===== src/text_stream_line_numberer_core_macros.svh =====
// Assertion macros shared by the line numberer RTL files
`ifndef TEXT_STREAM_LINE_NUMBERER_CORE_MACROS_SVH
`define TEXT_STREAM_LINE_NUMBERER_CORE_MACROS_SVH

// Same-cycle implication, checked on every rising clock edge out of reset
`define TSLN_ASSERT_NOW(label, ante, cons, msg) \
    label: assert property (@(posedge clk) disable iff (!rst_n) (ante) |-> (cons)) \
        else $error(msg);

// Next-cycle implication, checked on every rising clock edge out of reset
`define TSLN_ASSERT_NEXT(label, ante, cons, msg) \
    label: assert property (@(posedge clk) disable iff (!rst_n) (ante) |=> (cons)) \
        else $error(msg);

`endif


===== src/tsln_pkg.sv =====
// Shared constants, command type and helpers for the line numberer
`default_nettype none

package tsln_pkg;

    // Line number width in decimal digits
    localparam int NUMBER_DIGITS = 6;
    localparam int BCD_W         = 4 * NUMBER_DIGITS;

    // Output position within one command: digits, two spaces, one or two body bytes
    localparam int POS_BODY      = NUMBER_DIGITS + 2;
    localparam int POS_W         = $clog2(NUMBER_DIGITS + 4);

    // Command queue between front and back
    localparam int CMD_DEPTH     = 4;
    localparam int CMD_PTR_W     = $clog2(CMD_DEPTH);
    localparam int CMD_CNT_W     = $clog2(CMD_DEPTH + 1);

    // Configuration register indexes
    localparam int CFG_IDX_W     = 3;
    localparam logic [CFG_IDX_W-1:0] CFG_NUMBER_ALL      = 3'd0;
    localparam logic [CFG_IDX_W-1:0] CFG_NUMBER_NONBLANK = 3'd1;
    localparam logic [CFG_IDX_W-1:0] CFG_SQUEEZE_BLANK   = 3'd2;
    localparam logic [CFG_IDX_W-1:0] CFG_SHOW_ENDS       = 3'd3;
    localparam logic [CFG_IDX_W-1:0] CFG_SHOW_TABS       = 3'd4;
    localparam logic [CFG_IDX_W-1:0] CFG_SHOW_NONPRINT   = 3'd5;

    // Character codes
    localparam logic [7:0] CH_TAB    = 8'h09;
    localparam logic [7:0] CH_NL     = 8'h0A;
    localparam logic [7:0] CH_SPACE  = 8'h20;
    localparam logic [7:0] CH_DOLLAR = 8'h24;
    localparam logic [7:0] CH_ZERO   = 8'h30;
    localparam logic [7:0] CH_QMARK  = 8'h3F;
    localparam logic [7:0] CH_CARET  = 8'h5E;
    localparam logic [7:0] CH_UPPERI = 8'h49;
    localparam logic [7:0] CH_DEL    = 8'h7F;
    localparam logic [7:0] CTRL_OFS  = 8'h40;

    // One classified input byte: optional line number plus one or two body bytes
    typedef struct packed {
        logic              has_num;
        logic [BCD_W-1:0]  digits;
        logic [7:0]        body0;
        logic [7:0]        body1;
        logic              two_body;
    } cmd_t;

    // True when every BCD digit is in 0..9
    function automatic logic bcd_valid(input logic [BCD_W-1:0] v);
        logic ok;
        ok = 1'b1;
        for (int i = 0; i < NUMBER_DIGITS; i++)
        begin
            if (v[4*i +: 4] > 4'd9)
            begin
                ok = 1'b0;
            end
        end
        return ok;
    endfunction

endpackage

`default_nettype wire


===== src/tsln_front.sv =====
// Front end: config registers, line state, byte classification into commands
`default_nettype none

module tsln_front (
    input  wire logic                           clk,
    input  wire logic                           rst_n,
    input  wire logic                           cfg_we,
    input  wire logic [tsln_pkg::CFG_IDX_W-1:0] cfg_index,
    input  wire logic                           cfg_data,
    input  wire logic                           push,
    input  wire logic [7:0]                     in_byte,
    output logic                                full,
    output logic                                cmd_wr,
    output tsln_pkg::cmd_t                      cmd_data,
    input  wire logic                           cmd_full
);
    import tsln_pkg::*;

`include "text_stream_line_numberer_core_macros.svh"

    localparam logic [BCD_W-1:0] BCD_ONE = BCD_W'(1);

    // Saturating BCD increment, ripple over the digits
    function automatic logic [BCD_W-1:0] bcd_inc(input logic [BCD_W-1:0] v);
        logic [BCD_W-1:0] r;
        logic             carry;
        logic             all9;
        r     = v;
        carry = 1'b1;
        all9  = 1'b1;
        for (int i = 0; i < NUMBER_DIGITS; i++)
        begin
            if (v[4*i +: 4] != 4'd9)
            begin
                all9 = 1'b0;
            end
        end
        for (int i = 0; i < NUMBER_DIGITS; i++)
        begin
            if (carry)
            begin
                if (v[4*i +: 4] >= 4'd9)
                begin
                    r[4*i +: 4] = 4'd0;
                end
                else
                begin
                    r[4*i +: 4] = v[4*i +: 4] + 4'd1;
                    carry       = 1'b0;
                end
            end
        end
        return all9 ? v : r;
    endfunction

    logic             number_all_reg;
    logic             number_nonblank_reg;
    logic             squeeze_blank_reg;
    logic             show_ends_reg;
    logic             show_tabs_reg;
    logic             show_nonprint_reg;

    logic [1:0]       blank_run_reg;
    logic [1:0]       blank_run_next;
    logic [BCD_W-1:0] line_count_reg;
    logic [BCD_W-1:0] line_count_next;
    logic             at_line_start_reg;
    logic             at_line_start_next;

    logic             accept;
    logic             is_nl;
    logic             drop;
    logic             do_num;
    cmd_t             cmd;

    // Configuration writes
    always_ff @(posedge clk or negedge rst_n)
    begin
        if (!rst_n)
        begin
            number_all_reg      <= 1'b0;
            number_nonblank_reg <= 1'b0;
            squeeze_blank_reg   <= 1'b0;
            show_ends_reg       <= 1'b0;
            show_tabs_reg       <= 1'b0;
            show_nonprint_reg   <= 1'b0;
        end
        else if (cfg_we)
        begin
            unique case (cfg_index)
                CFG_NUMBER_ALL:      number_all_reg      <= cfg_data;
                CFG_NUMBER_NONBLANK: number_nonblank_reg <= cfg_data;
                CFG_SQUEEZE_BLANK:   squeeze_blank_reg   <= cfg_data;
                CFG_SHOW_ENDS:       show_ends_reg       <= cfg_data;
                CFG_SHOW_TABS:       show_tabs_reg       <= cfg_data;
                CFG_SHOW_NONPRINT:   show_nonprint_reg   <= cfg_data;
                default:             ;
            endcase
        end
    end

    // Classify the incoming byte
    assign full   = cmd_full;
    assign accept = push && !cmd_full;
    assign is_nl  = (in_byte == CH_NL);
    assign drop   = is_nl && squeeze_blank_reg && (blank_run_reg >= 2'd2);
    assign do_num = at_line_start_reg &&
                    ((number_all_reg && !number_nonblank_reg) ||
                     (number_nonblank_reg && !is_nl));

    always_comb
    begin
        cmd.has_num  = do_num;
        cmd.digits   = line_count_reg;
        cmd.body0    = in_byte;
        cmd.body1    = in_byte;
        cmd.two_body = 1'b0;
        priority if (is_nl)
        begin
            cmd.body0    = show_ends_reg ? CH_DOLLAR : CH_NL;
            cmd.body1    = CH_NL;
            cmd.two_body = show_ends_reg;
        end
        else if (in_byte == CH_TAB && show_tabs_reg)
        begin
            cmd.body0    = CH_CARET;
            cmd.body1    = CH_UPPERI;
            cmd.two_body = 1'b1;
        end
        else if (in_byte < CH_SPACE && in_byte != CH_TAB && show_nonprint_reg)
        begin
            cmd.body0    = CH_CARET;
            cmd.body1    = in_byte + CTRL_OFS;
            cmd.two_body = 1'b1;
        end
        else if (in_byte == CH_DEL && show_nonprint_reg)
        begin
            cmd.body0    = CH_CARET;
            cmd.body1    = CH_QMARK;
            cmd.two_body = 1'b1;
        end
        else
        begin
            cmd.two_body = 1'b0;
        end
    end

    assign cmd_wr   = accept && !drop;
    assign cmd_data = cmd;

    // Line state updates
    always_comb
    begin
        blank_run_next     = blank_run_reg;
        line_count_next    = line_count_reg;
        at_line_start_next = at_line_start_reg;
        if (accept && !drop)
        begin
            blank_run_next     = (is_nl && squeeze_blank_reg) ? blank_run_reg + 2'd1 : 2'd0;
            line_count_next    = do_num ? bcd_inc(line_count_reg) : line_count_reg;
            at_line_start_next = is_nl;
        end
    end

    always_ff @(posedge clk or negedge rst_n)
    begin
        if (!rst_n)
        begin
            blank_run_reg     <= 2'd0;
            line_count_reg    <= BCD_ONE;
            at_line_start_reg <= 1'b1;
        end
        else
        begin
            blank_run_reg     <= blank_run_next;
            line_count_reg    <= line_count_next;
            at_line_start_reg <= at_line_start_next;
        end
    end

    // Checks
    `TSLN_ASSERT_NEXT(a_drop_keeps_count, accept && drop, $stable(line_count_reg) && $stable(at_line_start_reg), "dropped newline changed line state")
    `TSLN_ASSERT_NOW(a_bcd_digits_valid, 1'b1, bcd_valid(line_count_reg), "line counter holds a non-decimal digit")
    `TSLN_ASSERT_NOW(a_blank_run_bound, 1'b1, blank_run_reg <= 2'd2, "blank run counter out of range")

endmodule

`default_nettype wire


===== src/tsln_cmd_queue.sv =====
// Short command queue between the front end and the output sequencer
`default_nettype none

module tsln_cmd_queue (
    input  wire logic           clk,
    input  wire logic           rst_n,
    input  wire logic           wr,
    input  tsln_pkg::cmd_t      wr_data,
    output logic                full,
    input  wire logic           rd,
    output tsln_pkg::cmd_t      rd_data,
    output logic                empty
);
    import tsln_pkg::*;

    cmd_t                 slot_reg [CMD_DEPTH];
    logic [CMD_PTR_W-1:0] wr_ptr_reg;
    logic [CMD_PTR_W-1:0] rd_ptr_reg;
    logic [CMD_CNT_W-1:0] count_reg;
    logic                 do_wr;
    logic                 do_rd;

    assign full    = (count_reg == CMD_CNT_W'(CMD_DEPTH));
    assign empty   = (count_reg == '0);
    assign do_wr   = wr && !full;
    assign do_rd   = rd && !empty;
    assign rd_data = slot_reg[rd_ptr_reg];

    // Storage
    always_ff @(posedge clk)
    begin
        if (do_wr)
        begin
            slot_reg[wr_ptr_reg] <= wr_data;
        end
    end

    // Pointers and fill level
    always_ff @(posedge clk or negedge rst_n)
    begin
        if (!rst_n)
        begin
            wr_ptr_reg <= '0;
            rd_ptr_reg <= '0;
            count_reg  <= '0;
        end
        else
        begin
            if (do_wr)
            begin
                wr_ptr_reg <= wr_ptr_reg + 1'b1;
            end
            if (do_rd)
            begin
                rd_ptr_reg <= rd_ptr_reg + 1'b1;
            end
            unique case ({do_wr, do_rd})
                2'b10:   count_reg <= count_reg + 1'b1;
                2'b01:   count_reg <= count_reg - 1'b1;
                default: count_reg <= count_reg;
            endcase
        end
    end

endmodule

`default_nettype wire


===== src/tsln_back.sv =====
// Back end: steps through each command and emits one output byte per beat
`default_nettype none

module tsln_back (
    input  wire logic       clk,
    input  wire logic       rst_n,
    input  tsln_pkg::cmd_t  cmd_data,
    input  wire logic       cmd_empty,
    output logic            cmd_rd,
    output logic            empty,
    input  wire logic       pop,
    output logic [7:0]      out_byte,
    output logic            run_last
);
    import tsln_pkg::*;

`include "text_stream_line_numberer_core_macros.svh"

    logic [POS_W-1:0] step_reg;
    logic [POS_W-1:0] pos;
    logic             last;
    logic             advance;
    logic [7:0]       num_char [NUMBER_DIGITS];
    logic             upper_nz [NUMBER_DIGITS];
    logic [7:0]       byte_sel;
    logic             out_valid_reg;
    logic [7:0]       out_byte_reg;
    logic             run_last_reg;

    // Position within the head command; plain commands start at the body
    assign pos  = cmd_data.has_num ? step_reg : step_reg + POS_W'(POS_BODY);
    assign last = (pos == POS_W'(POS_BODY) + POS_W'(cmd_data.two_body));

    // Line number characters with leading zeros blanked
    always_comb
    begin
        for (int i = NUMBER_DIGITS - 1; i >= 0; i--)
        begin
            if (i == NUMBER_DIGITS - 1)
            begin
                upper_nz[i] = (cmd_data.digits[4*i +: 4] != 4'd0);
            end
            else
            begin
                upper_nz[i] = upper_nz[i+1] || (cmd_data.digits[4*i +: 4] != 4'd0);
            end
            if (upper_nz[i] || i == 0)
            begin
                num_char[i] = CH_ZERO + ((cmd_data.digits[4*i +: 4] > 4'd9) ?
                              8'd9 : {4'd0, cmd_data.digits[4*i +: 4]});
            end
            else
            begin
                num_char[i] = CH_SPACE;
            end
        end
    end

    // Byte for the current position
    always_comb
    begin
        byte_sel = CH_SPACE;
        priority if (pos == POS_W'(POS_BODY))
        begin
            byte_sel = cmd_data.body0;
        end
        else if (pos > POS_W'(POS_BODY))
        begin
            byte_sel = cmd_data.body1;
        end
        else if (pos < POS_W'(NUMBER_DIGITS))
        begin
            for (int i = 0; i < NUMBER_DIGITS; i++)
            begin
                if (pos == POS_W'(NUMBER_DIGITS - 1 - i))
                begin
                    byte_sel = num_char[i];
                end
            end
        end
        else
        begin
            byte_sel = CH_SPACE;
        end
    end

    // Output register is free when empty or being popped this beat
    assign advance = !cmd_empty && (!out_valid_reg || pop);
    assign cmd_rd  = advance && last;

    always_ff @(posedge clk or negedge rst_n)
    begin
        if (!rst_n)
        begin
            step_reg      <= '0;
            out_valid_reg <= 1'b0;
        end
        else
        begin
            if (advance)
            begin
                step_reg      <= last ? '0 : step_reg + 1'b1;
                out_valid_reg <= 1'b1;
            end
            else if (pop)
            begin
                out_valid_reg <= 1'b0;
            end
        end
    end

    // Output payload
    always_ff @(posedge clk)
    begin
        if (advance)
        begin
            out_byte_reg <= byte_sel;
            run_last_reg <= last;
        end
    end

    assign empty    = !out_valid_reg;
    assign out_byte = out_byte_reg;
    assign run_last = run_last_reg;

    // Checks
    `TSLN_ASSERT_NOW(a_pos_in_range, !cmd_empty, pos <= POS_W'(POS_BODY + 1), "sequencer position past end of command")
    `TSLN_ASSERT_NEXT(a_run_continues, advance && !last, !cmd_empty && step_reg != '0, "command left queue before its last byte")
    `TSLN_ASSERT_NOW(a_idle_step_zero, cmd_empty, step_reg == '0, "sequencer mid-command with empty queue")

endmodule

`default_nettype wire


===== src/text_stream_line_numberer_core.sv =====
// An accepted byte is written to the command queue, then expanded into the registered output port.
// Throughput: one output byte per cycle from the back-end sequencer while the queue holds a command and
//   the output is free or popped. A plain byte gives 1 byte, an escaped byte 2, a line number 8 more.
// A 4-entry command queue lets the front keep accepting while the sequencer expands.
// Reset (rst_n low, asynchronous): options off, line counter at 1, command queue and output register empty.
// Dropped newlines (squeeze) are accepted without a queue entry and produce no output.
`default_nettype none

module text_stream_line_numberer_core (
    input  wire logic                           clk,
    input  wire logic                           rst_n,
    input  wire logic                           cfg_we,
    input  wire logic [tsln_pkg::CFG_IDX_W-1:0] cfg_index,
    input  wire logic                           cfg_data,
    input  wire logic                           push,
    output logic                                full,
    input  wire logic [7:0]                     in_byte,
    output logic                                empty,
    input  wire logic                           pop,
    output logic [7:0]                          out_byte,
    output logic                                run_last
);
    import tsln_pkg::*;

    logic cmd_wr;
    cmd_t cmd_wr_data;
    logic cmd_full;
    logic cmd_rd;
    cmd_t cmd_rd_data;
    logic cmd_empty;

    // Front end: classify and number
    tsln_front u_front (
        .clk       (clk),
        .rst_n     (rst_n),
        .cfg_we    (cfg_we),
        .cfg_index (cfg_index),
        .cfg_data  (cfg_data),
        .push      (push),
        .in_byte   (in_byte),
        .full      (full),
        .cmd_wr    (cmd_wr),
        .cmd_data  (cmd_wr_data),
        .cmd_full  (cmd_full)
    );

    // Decoupling queue
    tsln_cmd_queue u_queue (
        .clk     (clk),
        .rst_n   (rst_n),
        .wr      (cmd_wr),
        .wr_data (cmd_wr_data),
        .full    (cmd_full),
        .rd      (cmd_rd),
        .rd_data (cmd_rd_data),
        .empty   (cmd_empty)
    );

    // Back end: expand into output beats
    tsln_back u_back (
        .clk       (clk),
        .rst_n     (rst_n),
        .cmd_data  (cmd_rd_data),
        .cmd_empty (cmd_empty),
        .cmd_rd    (cmd_rd),
        .empty     (empty),
        .pop       (pop),
        .out_byte  (out_byte),
        .run_last  (run_last)
    );

endmodule

`default_nettype wire


===== config.mk =====
export PLATFORM = sky130hd
export DESIGN_NAME = text_stream_line_numberer_core
export DESIGN_NICKNAME = d
export VERILOG_FILES = /design/src/tsln_pkg.sv /design/src/tsln_front.sv /design/src/tsln_cmd_queue.sv /design/src/tsln_back.sv /design/src/text_stream_line_numberer_core.sv
export VERILOG_INCLUDE_DIRS = /design/src /design/src/src
export SDC_FILE = /design/constraint.sdc
export NUM_CORES = 1
export LEC_CHECK = 0
export BUFFER_PORTS_ARGS = -buffer_cell sky130_fd_sc_hd__buf_2
export CORE_MARGIN = 2
export CORE_UTILIZATION = 25
export DETAILED_ROUTE_END_ITERATION = 6
export PLACE_DENSITY = 0.45
export SLEW_MARGIN = 10
export SYNTH_ARGS = -nofsm -noshare
export SYNTH_HDL_FRONTEND = slang
export SYNTH_SLANG_ARGS = --single-unit
export TNS_END_PERCENT = 10

===== constraint.sdc =====
create_clock -name clk -period 8.9 [get_ports clk]
set_input_delay 0.445 -clock clk [delete_from_list [all_inputs] [get_ports clk]]
set_output_delay 0.445 -clock clk [all_outputs]
set_load 0.05 [all_outputs]

# After elaboration in Yosys (flattened, before gate mapping)
# Memories as Yosys holds them, arrays and structs flattened.
# Cells that the tools add are included.
# word_totals
ramBits	168
memories	1
register_bits	54
elab_cells	195
# memory_table
memory	depth	word_bits	read_ports	rd_clocked_by_memory_dff	wr	line	source
u_queue.slot_reg	4	42	1	0	1	tsln_cmd_queue.sv:16	cmd_t slot_reg [CMD_DEPTH];
# classes
n_reduce_logical	49
n_eq_ne	25
add_sub_neg	21
n_mux	61
n_lt_le_gt_ge	16
bitwise	1
# op_table
cell	count
8-bit 2-to-1 mux	14
4-bit 2-to-1 mux	14
17-bit 2-to-1 mux	3
6-bit by 8-bit adder with 8-bit output (first input constant)	6
4-bit by 1-bit adder with 4-bit output (second input constant)	7
4-bit > comparator (second input constant)	7
1-bit 2-to-1 mux	26
4-bit >= comparator (second input constant)	6
4-bit inequality test (second input constant)	6
4-bit AND reduction	5
4-bit nonzero test	5
8-bit by 4-bit equality test with 1-bit output (second input constant)	2
16-bit 2-to-1 mux	1
1-bit logical AND	15
2-bit AND reduction	6
3-bit equality test (second input constant)	3
8-bit by 7-bit adder with 8-bit output (second input constant)	1
4-bit by 2-bit equality test with 1-bit output (second input constant)	2
4-bit by 3-bit equality test with 1-bit output (second input constant)	2
8-bit by 7-bit equality test with 1-bit output (second input constant)	1
8-bit by 6-bit less-than comparator with 1-bit output (second input constant)	1
8-bit by 4-bit inequality test with 1-bit output (second input constant)	1
2-bit by 1-bit adder with 2-bit output (second input constant)	3
3-bit by 2-bit equality test with 1-bit output (second input constant)	2
22 further kinds	34

# Logic depth before layout (Yosys ltp)
# logic_depth
word_depth	15
ltp_mapped	12
ltp_nobuf	11

# By module
# From an unflattened synthesis, not the netlist that was laid out.
# unflattened
hier_cells	661
hier_area_um2	10060.9
# modules_own_cells
module	area_per_inst_um2	n_inst	cells_per_inst
tsln_cmd_queue	6476.2	1	258
tsln_front	2294.7	1	248
tsln_back	1290.0	1	155

# Worst setup path before layout
# OpenSTA, ideal clock, no wires.
# synth_timing
path_kind	input to register
startpoint	input port in_byte[6]
endpoint	register u_queue.count_reg[2]
t_required_ps	8821
setup_time_ps	79
n_path_buf	1
arrival_time_ps	2845
stages	12
slack_ps	5976
cell_sequence	inv_1 ha_1 or4b_4 o311a_1 buf_2 inv_1 ha_1 inv_1 fa_1 xor2_1 nor2_1 xor2_1
# synth_between
elab_chain_len	8
elab_cells_between_ends	10
cone_classes	eq/ne (3); mux (1); reduce/logical (6)
# synth_lines
element	line	source
from (decl)	text_stream_line_numberer_core.sv:17	input wire logic [7:0] in_byte,
8-bit by 4-bit equality test with 1-bit output (*)	tsln_front.sv:105	assign is_nl = (in_byte == CH_NL);
1-bit logical AND (*) (2 in series)	tsln_front.sv:106	assign drop = is_nl && squeeze_blank_reg && (blank_run_reg >= 2'd2);
1-bit logical NOT (*)	tsln_front.sv:148	assign cmd_wr = accept && !drop;
1-bit logical AND (*)	tsln_front.sv:148	
1-bit logical AND (*)	tsln_cmd_queue.sv:25	assign do_wr = wr && !full;
2-bit by 1-bit equality test with 1-bit output / 2-bit equality test (equally long branches)	tsln_cmd_queue.sv:57	unique case ({do_wr, do_rd})
3-bit case mux with 2 select lines / 2-bit nonzero test (equally long branches)	-	
to (signal assigned)	tsln_cmd_queue.sv:58	2'b10: count_reg <= count_reg + 1'b1;
to (signal assigned)	tsln_cmd_queue.sv:59	2'b01: count_reg <= count_reg - 1'b1;
to (signal assigned)	tsln_cmd_queue.sv:60	default: count_reg <= count_reg;
to (decl)	tsln_cmd_queue.sv:19	logic [CMD_CNT_W-1:0] count_reg;
# Mark *: on every way between the ends. The rest lies on a longest branch, timed or not.
# A chain may end at the register's enable or synchronous reset.

# Final worst setup path
# layout_timing
startpoint	register u_queue.rd_ptr_reg[0]
endpoint	register u_queue.count_reg[2]
# layout_between
elab_chain_len	7
elab_cells_between_ends	10
cone_classes	add/sub (1); eq/ne (3); mux (2); reduce/logical (3); memory (1)
# layout_lines
element	line	source
from (decl)	tsln_cmd_queue.sv:18	logic [CMD_PTR_W-1:0] rd_ptr_reg;
from (signal assigned)	tsln_cmd_queue.sv:55	rd_ptr_reg <= rd_ptr_reg + 1'b1;
memory read 4 x 42 bit (*)	-	
4-bit by 1-bit adder with 4-bit output / 4-bit 2-to-1 mux (equally long branches)	tsln_back.sv:32, tsln_back.sv:31	
4-bit equality test (*)	tsln_back.sv:32	assign last = (pos == POS_W'(POS_BODY) + POS_W'(cmd_data.two_body));
via u_back.last	tsln_back.sv:21	logic last;
1-bit logical AND (*)	tsln_back.sv:89	assign cmd_rd = advance && last;
1-bit logical AND (*)	tsln_cmd_queue.sv:26	assign do_rd = rd && !empty;
via u_queue.do_rd	tsln_cmd_queue.sv:21	logic do_rd;
2-bit by 1-bit equality test with 1-bit output / 2-bit equality test (equally long branches)	tsln_cmd_queue.sv:57	
3-bit case mux with 2 select lines / 2-bit nonzero test (equally long branches)	-	
# Mark *: on every way through the listed nets, which the timed path passes. The rest lies on a longest branch.

==> impl_metrics.tcl <==
set metrics [dict create \
    grt_pass1_wl_um 33200 \
    rsz0062_at_grt "no" \
    synth_flop_cell "edfxtp_1" \
    instances_no_fill 1204 \
    ys_seq_elements 222 \
    dr_total_vias 5390 \
    synth_fp_nets 679 \
    place.gp.congestion 0.735 \
    syn_area_um2 9850 \
    min_period_over_period_pct 42.6 \
    fmax_ghz 0.264 \
    first_global_vias 5581 \
    switching_share_pct 32.1 \
    antenna_found_initial 0 \
    cp-end-kind "flop" \
    cts_tree "done" \
    dpl.cell_count 1161 \
    start_kind "flop" \
    seq_power_share_pct 41.9 \
    io_buffers 27 \
    p_per_area_nw_per_um2 307 \
    die_x_um 203 \
    avgSynthCellArea_um2 15.6 \
    drive_gt1_share_pct 21.0 \
    largest_reg_flops 168 \
    ctsResizeCount 0 \
    cts_hold_buf 0 \
    synth.yosys.seq_area_share_pct 65.4 \
    grt-busiest-layer "met2" \
    ios 28 \
    hold_violations 0 \
    ys_warn_count 0 \
    finalClockSkew_ns 0.0188 \
    drcViolationCount 0 \
    fin_hold_ws_ns 0.0728 \
    path_class "reg2reg" \
    synth-edff-count 177 \
    postCtsSetupBuffers 0 \
    first_pass_iters 5 \
    combPwrFrac_pct 28.8 \
    path_clk_slew_ns 0.06 \
    ys_types 74 \
    setup_tns_ns 0 \
    status "finished clean" \
    internal-power_w 0.00237 \
    core_um2 38700 \
    fin_crit_ns 3.79 \
    fin_util_pct 29.4 \
    track_usage_pct 10.3 \
    async_reset_ff_share_pct 20.3 \
    slew_viol_final 0 \
    wl_um 21100 \
    setup_viol 0 \
    synthCells 631 \
    slew_headroom_pct 33.4 \
    area.growth.synth_to_final_pct 15.7 \
    avgRoutedWirePerCell_um 17.5 \
    clockBufferDepth 3 \
    rows 72 \
    grt_max_degree 46 \
    detailed_place_hpwl_um 13400 \
    clk_latency_ns 0.52 \
    arrival_ns 4.23 \
    cts_max_level 1 \
    peakVddDrop_mv 0.132 \
    maxCapViolCount 0 \
    globalRouteMet3Util_pct 1.20 \
    final.fill_count 3901 \
    tritoncts_num_sinks 222 \
    clkPwrFrac_pct 29.4 \
    ant_nets 0 \
    cts_root_buf "clkbuf_16" \
    power_leakage_nw 3.81 \
    met2_usage_pct 17.2 \
    overflow 0 \
    path_max_fanout 27 \
    crit_required_ns 9.34 \
    initial_core_util_pct 25.4 \
    tightestPinTransition_ns 0.990 \
    antenna_cells 0 \
    first_iter_violations 308 \
    dieArea_um2 41000 \
    via_per_inst 4.48 \
    final_nets 717 \
    p_switching_w 0.00112 \
    die_y_um 203 \
    total_power_w 0.00350 \
    use_met1_pct 14.4 \
    cts_buffers 24 \
    hold_class "in2async" \
]
==> placed cells by master (no fill, tap or decap), types with 5 or more instances in the layout <==
| master | instances |
|---|---|
| edfxtp_1 | 177 |
| dfrtp_1 | 41 |
| mux4_2 | 40 |
| inv_1 | 35 |
| nand2_1 | 35 |
| ha_1 | 30 |
| o21ai_0 | 29 |
| nor2_1 | 29 |
| buf_2 | 27 |
| clkbuf_16 | 25 |
| a21oi_1 | 13 |
| nand3_1 | 13 |
| nor3_1 | 10 |
| nand2b_1 | 10 |
| nor2b_1 | 9 |
| buf_4 | 8 |
| a31oi_1 | 7 |
| nand3b_1 | 7 |
| clkbuf_1 | 7 |
| and3_1 | 6 |
| a41oi_1 | 6 |
| mux2_2 | 6 |
| nor3b_1 | 5 |
| o2bb2ai_1 | 5 |
| o31ai_1 | 5 |
==> cells in the mapped netlist (6+ instances only) <==
cell type | count | area share [%]
nand2b_1 | 10 | 0.63
dfrtp_1 | 43 | 11
nor2_1 | 29 | 1.1
edfxtp_1 | 177 | 54
mux2_2 | 6 | 0.69
nand3b_1 | 7 | 0.53
a41oi_1 | 6 | 0.53
and2_1 | 6 | 0.38
clkbuf_1 | 10 | 0.38
a21oi_1 | 13 | 0.66
o21ai_0 | 29 | 1.5
inv_1 | 35 | 1.3
mux4_2 | 40 | 9.1
buf_2 | 7 | 0.36
nor3_1 | 10 | 0.51
nand2_1 | 35 | 1.3
and3_1 | 6 | 0.38
ha_1 | 30 | 3.8
a31oi_1 | 7 | 0.44
nor2b_1 | 9 | 0.57
nand3_1 | 13 | 0.66
==> per-stage QoR <==
step	area, um^2	setup slack [ns]
finish	11400	5.11
floorplan	9850	5.98
CTS	11400	4.97
global placement	10600	5.04
detailed placement	10600	5.01
global route	11400	4.77
==> path summary, 6_finish.rpt <==
| check | startpoint | to | slack [ns] | depth (start not counted) |
|---|---|---|---|---|
| max | u_queue.rd_ptr_reg[0]$_DFFE_PN0P_ | u_queue.count_reg[2]$_DFFE_PN0P_ | 5.11 | 11 |
| min | rst_n | u_front.line_count_reg[8]$_DFFE_PN0P_ | 0.07 | 2 |
| max reg2reg | u_queue.rd_ptr_reg[0]$_DFFE_PN0P_ | u_queue.count_reg[2]$_DFFE_PN0P_ | 5.11 | 11 |
| min reg2reg | u_front.at_line_start_reg$_DFFE_PN1P_ | u_front.at_line_start_reg$_DFFE_PN1P_ | 0.46 | 2 |
| max in group asynchronous | rst_n | u_queue.rd_ptr_reg[1]$_DFFE_PN0P_ | 8.33 | 2 |
| min in group clk | pop | u_back.out_valid_reg$_DFFE_PN0P_ | 0.14 | 2 |
==> logic make-up (layout without fill, tap and decap cells) <==
| family | count (synthesis) | after routing | share of synthesized area (%) |
|---|---|---|---|
| AO/OA/AOI/OAI | 103 | 103 | 7.21 |
| adder cells (fa/ha/maj) | 31 | 31 | 4.01 |
| multiplexers | 52 | 52 | 10.8 |
| buffers and inverters | 58 | 113 | 2.60 |
| XOR/XNOR | 9 | 9 | 0.952 |
| flip-flops | 222 | 222 | 65.4 |
| AND/OR/NAND/NOR | 156 | 156 | 9.07 |
==> worst max-delay path: stages (launching register included) <==
cell	delay, ns
dfrtp_2	0.77
buf_4	0.60
mux4_2	0.58
xnor2_1	0.17
nor4_4	0.24
and2_4	0.23
ha_1	0.19
inv_1	0.07
fa_1	0.43
xor2_1	0.15
nor2_1	0.11
xor2_1	0.16
==> power by group through the flow <==
| stage | Combinational, W | Clock [W] | Sequential [W] |
|---|---|---|---|
| global route | 0.00110 | 0.00110 | 0.00149 |
| global placement | 0.00103 | 0 | 0.00149 |
| detailed placement | 0.00103 | 0 | 0.00149 |
| finish | 0.00101 | 0.00103 | 0.00147 |
| floorplan | 0.000727 | 0 | 0.00149 |
| CTS | 0.00103 | 0.00106 | 0.00147 |
==> layout make-up <==
type | count | area (um^2) | area share, %
multi-input cells | 351 | 3160 | 27.7
flip-flops and latches | 222 | 6450 | 56.6
repair buffers | 35 | 195 | 1.71
inverters | 35 | 131 | 1.15
clock inverters | 10 | 151 | 1.33
clock buffers | 33 | 666 | 5.84
well taps | 518 | 648 | 5.69
==> layer usage <==
metal	vias to the layer above	routed length, um
met5	-	0
met3	24	565
li1	2512	-
met1	2786	10300
met2	68	9960
met4	0	287
No activity file was read; power rests on OpenSTA's default activity.
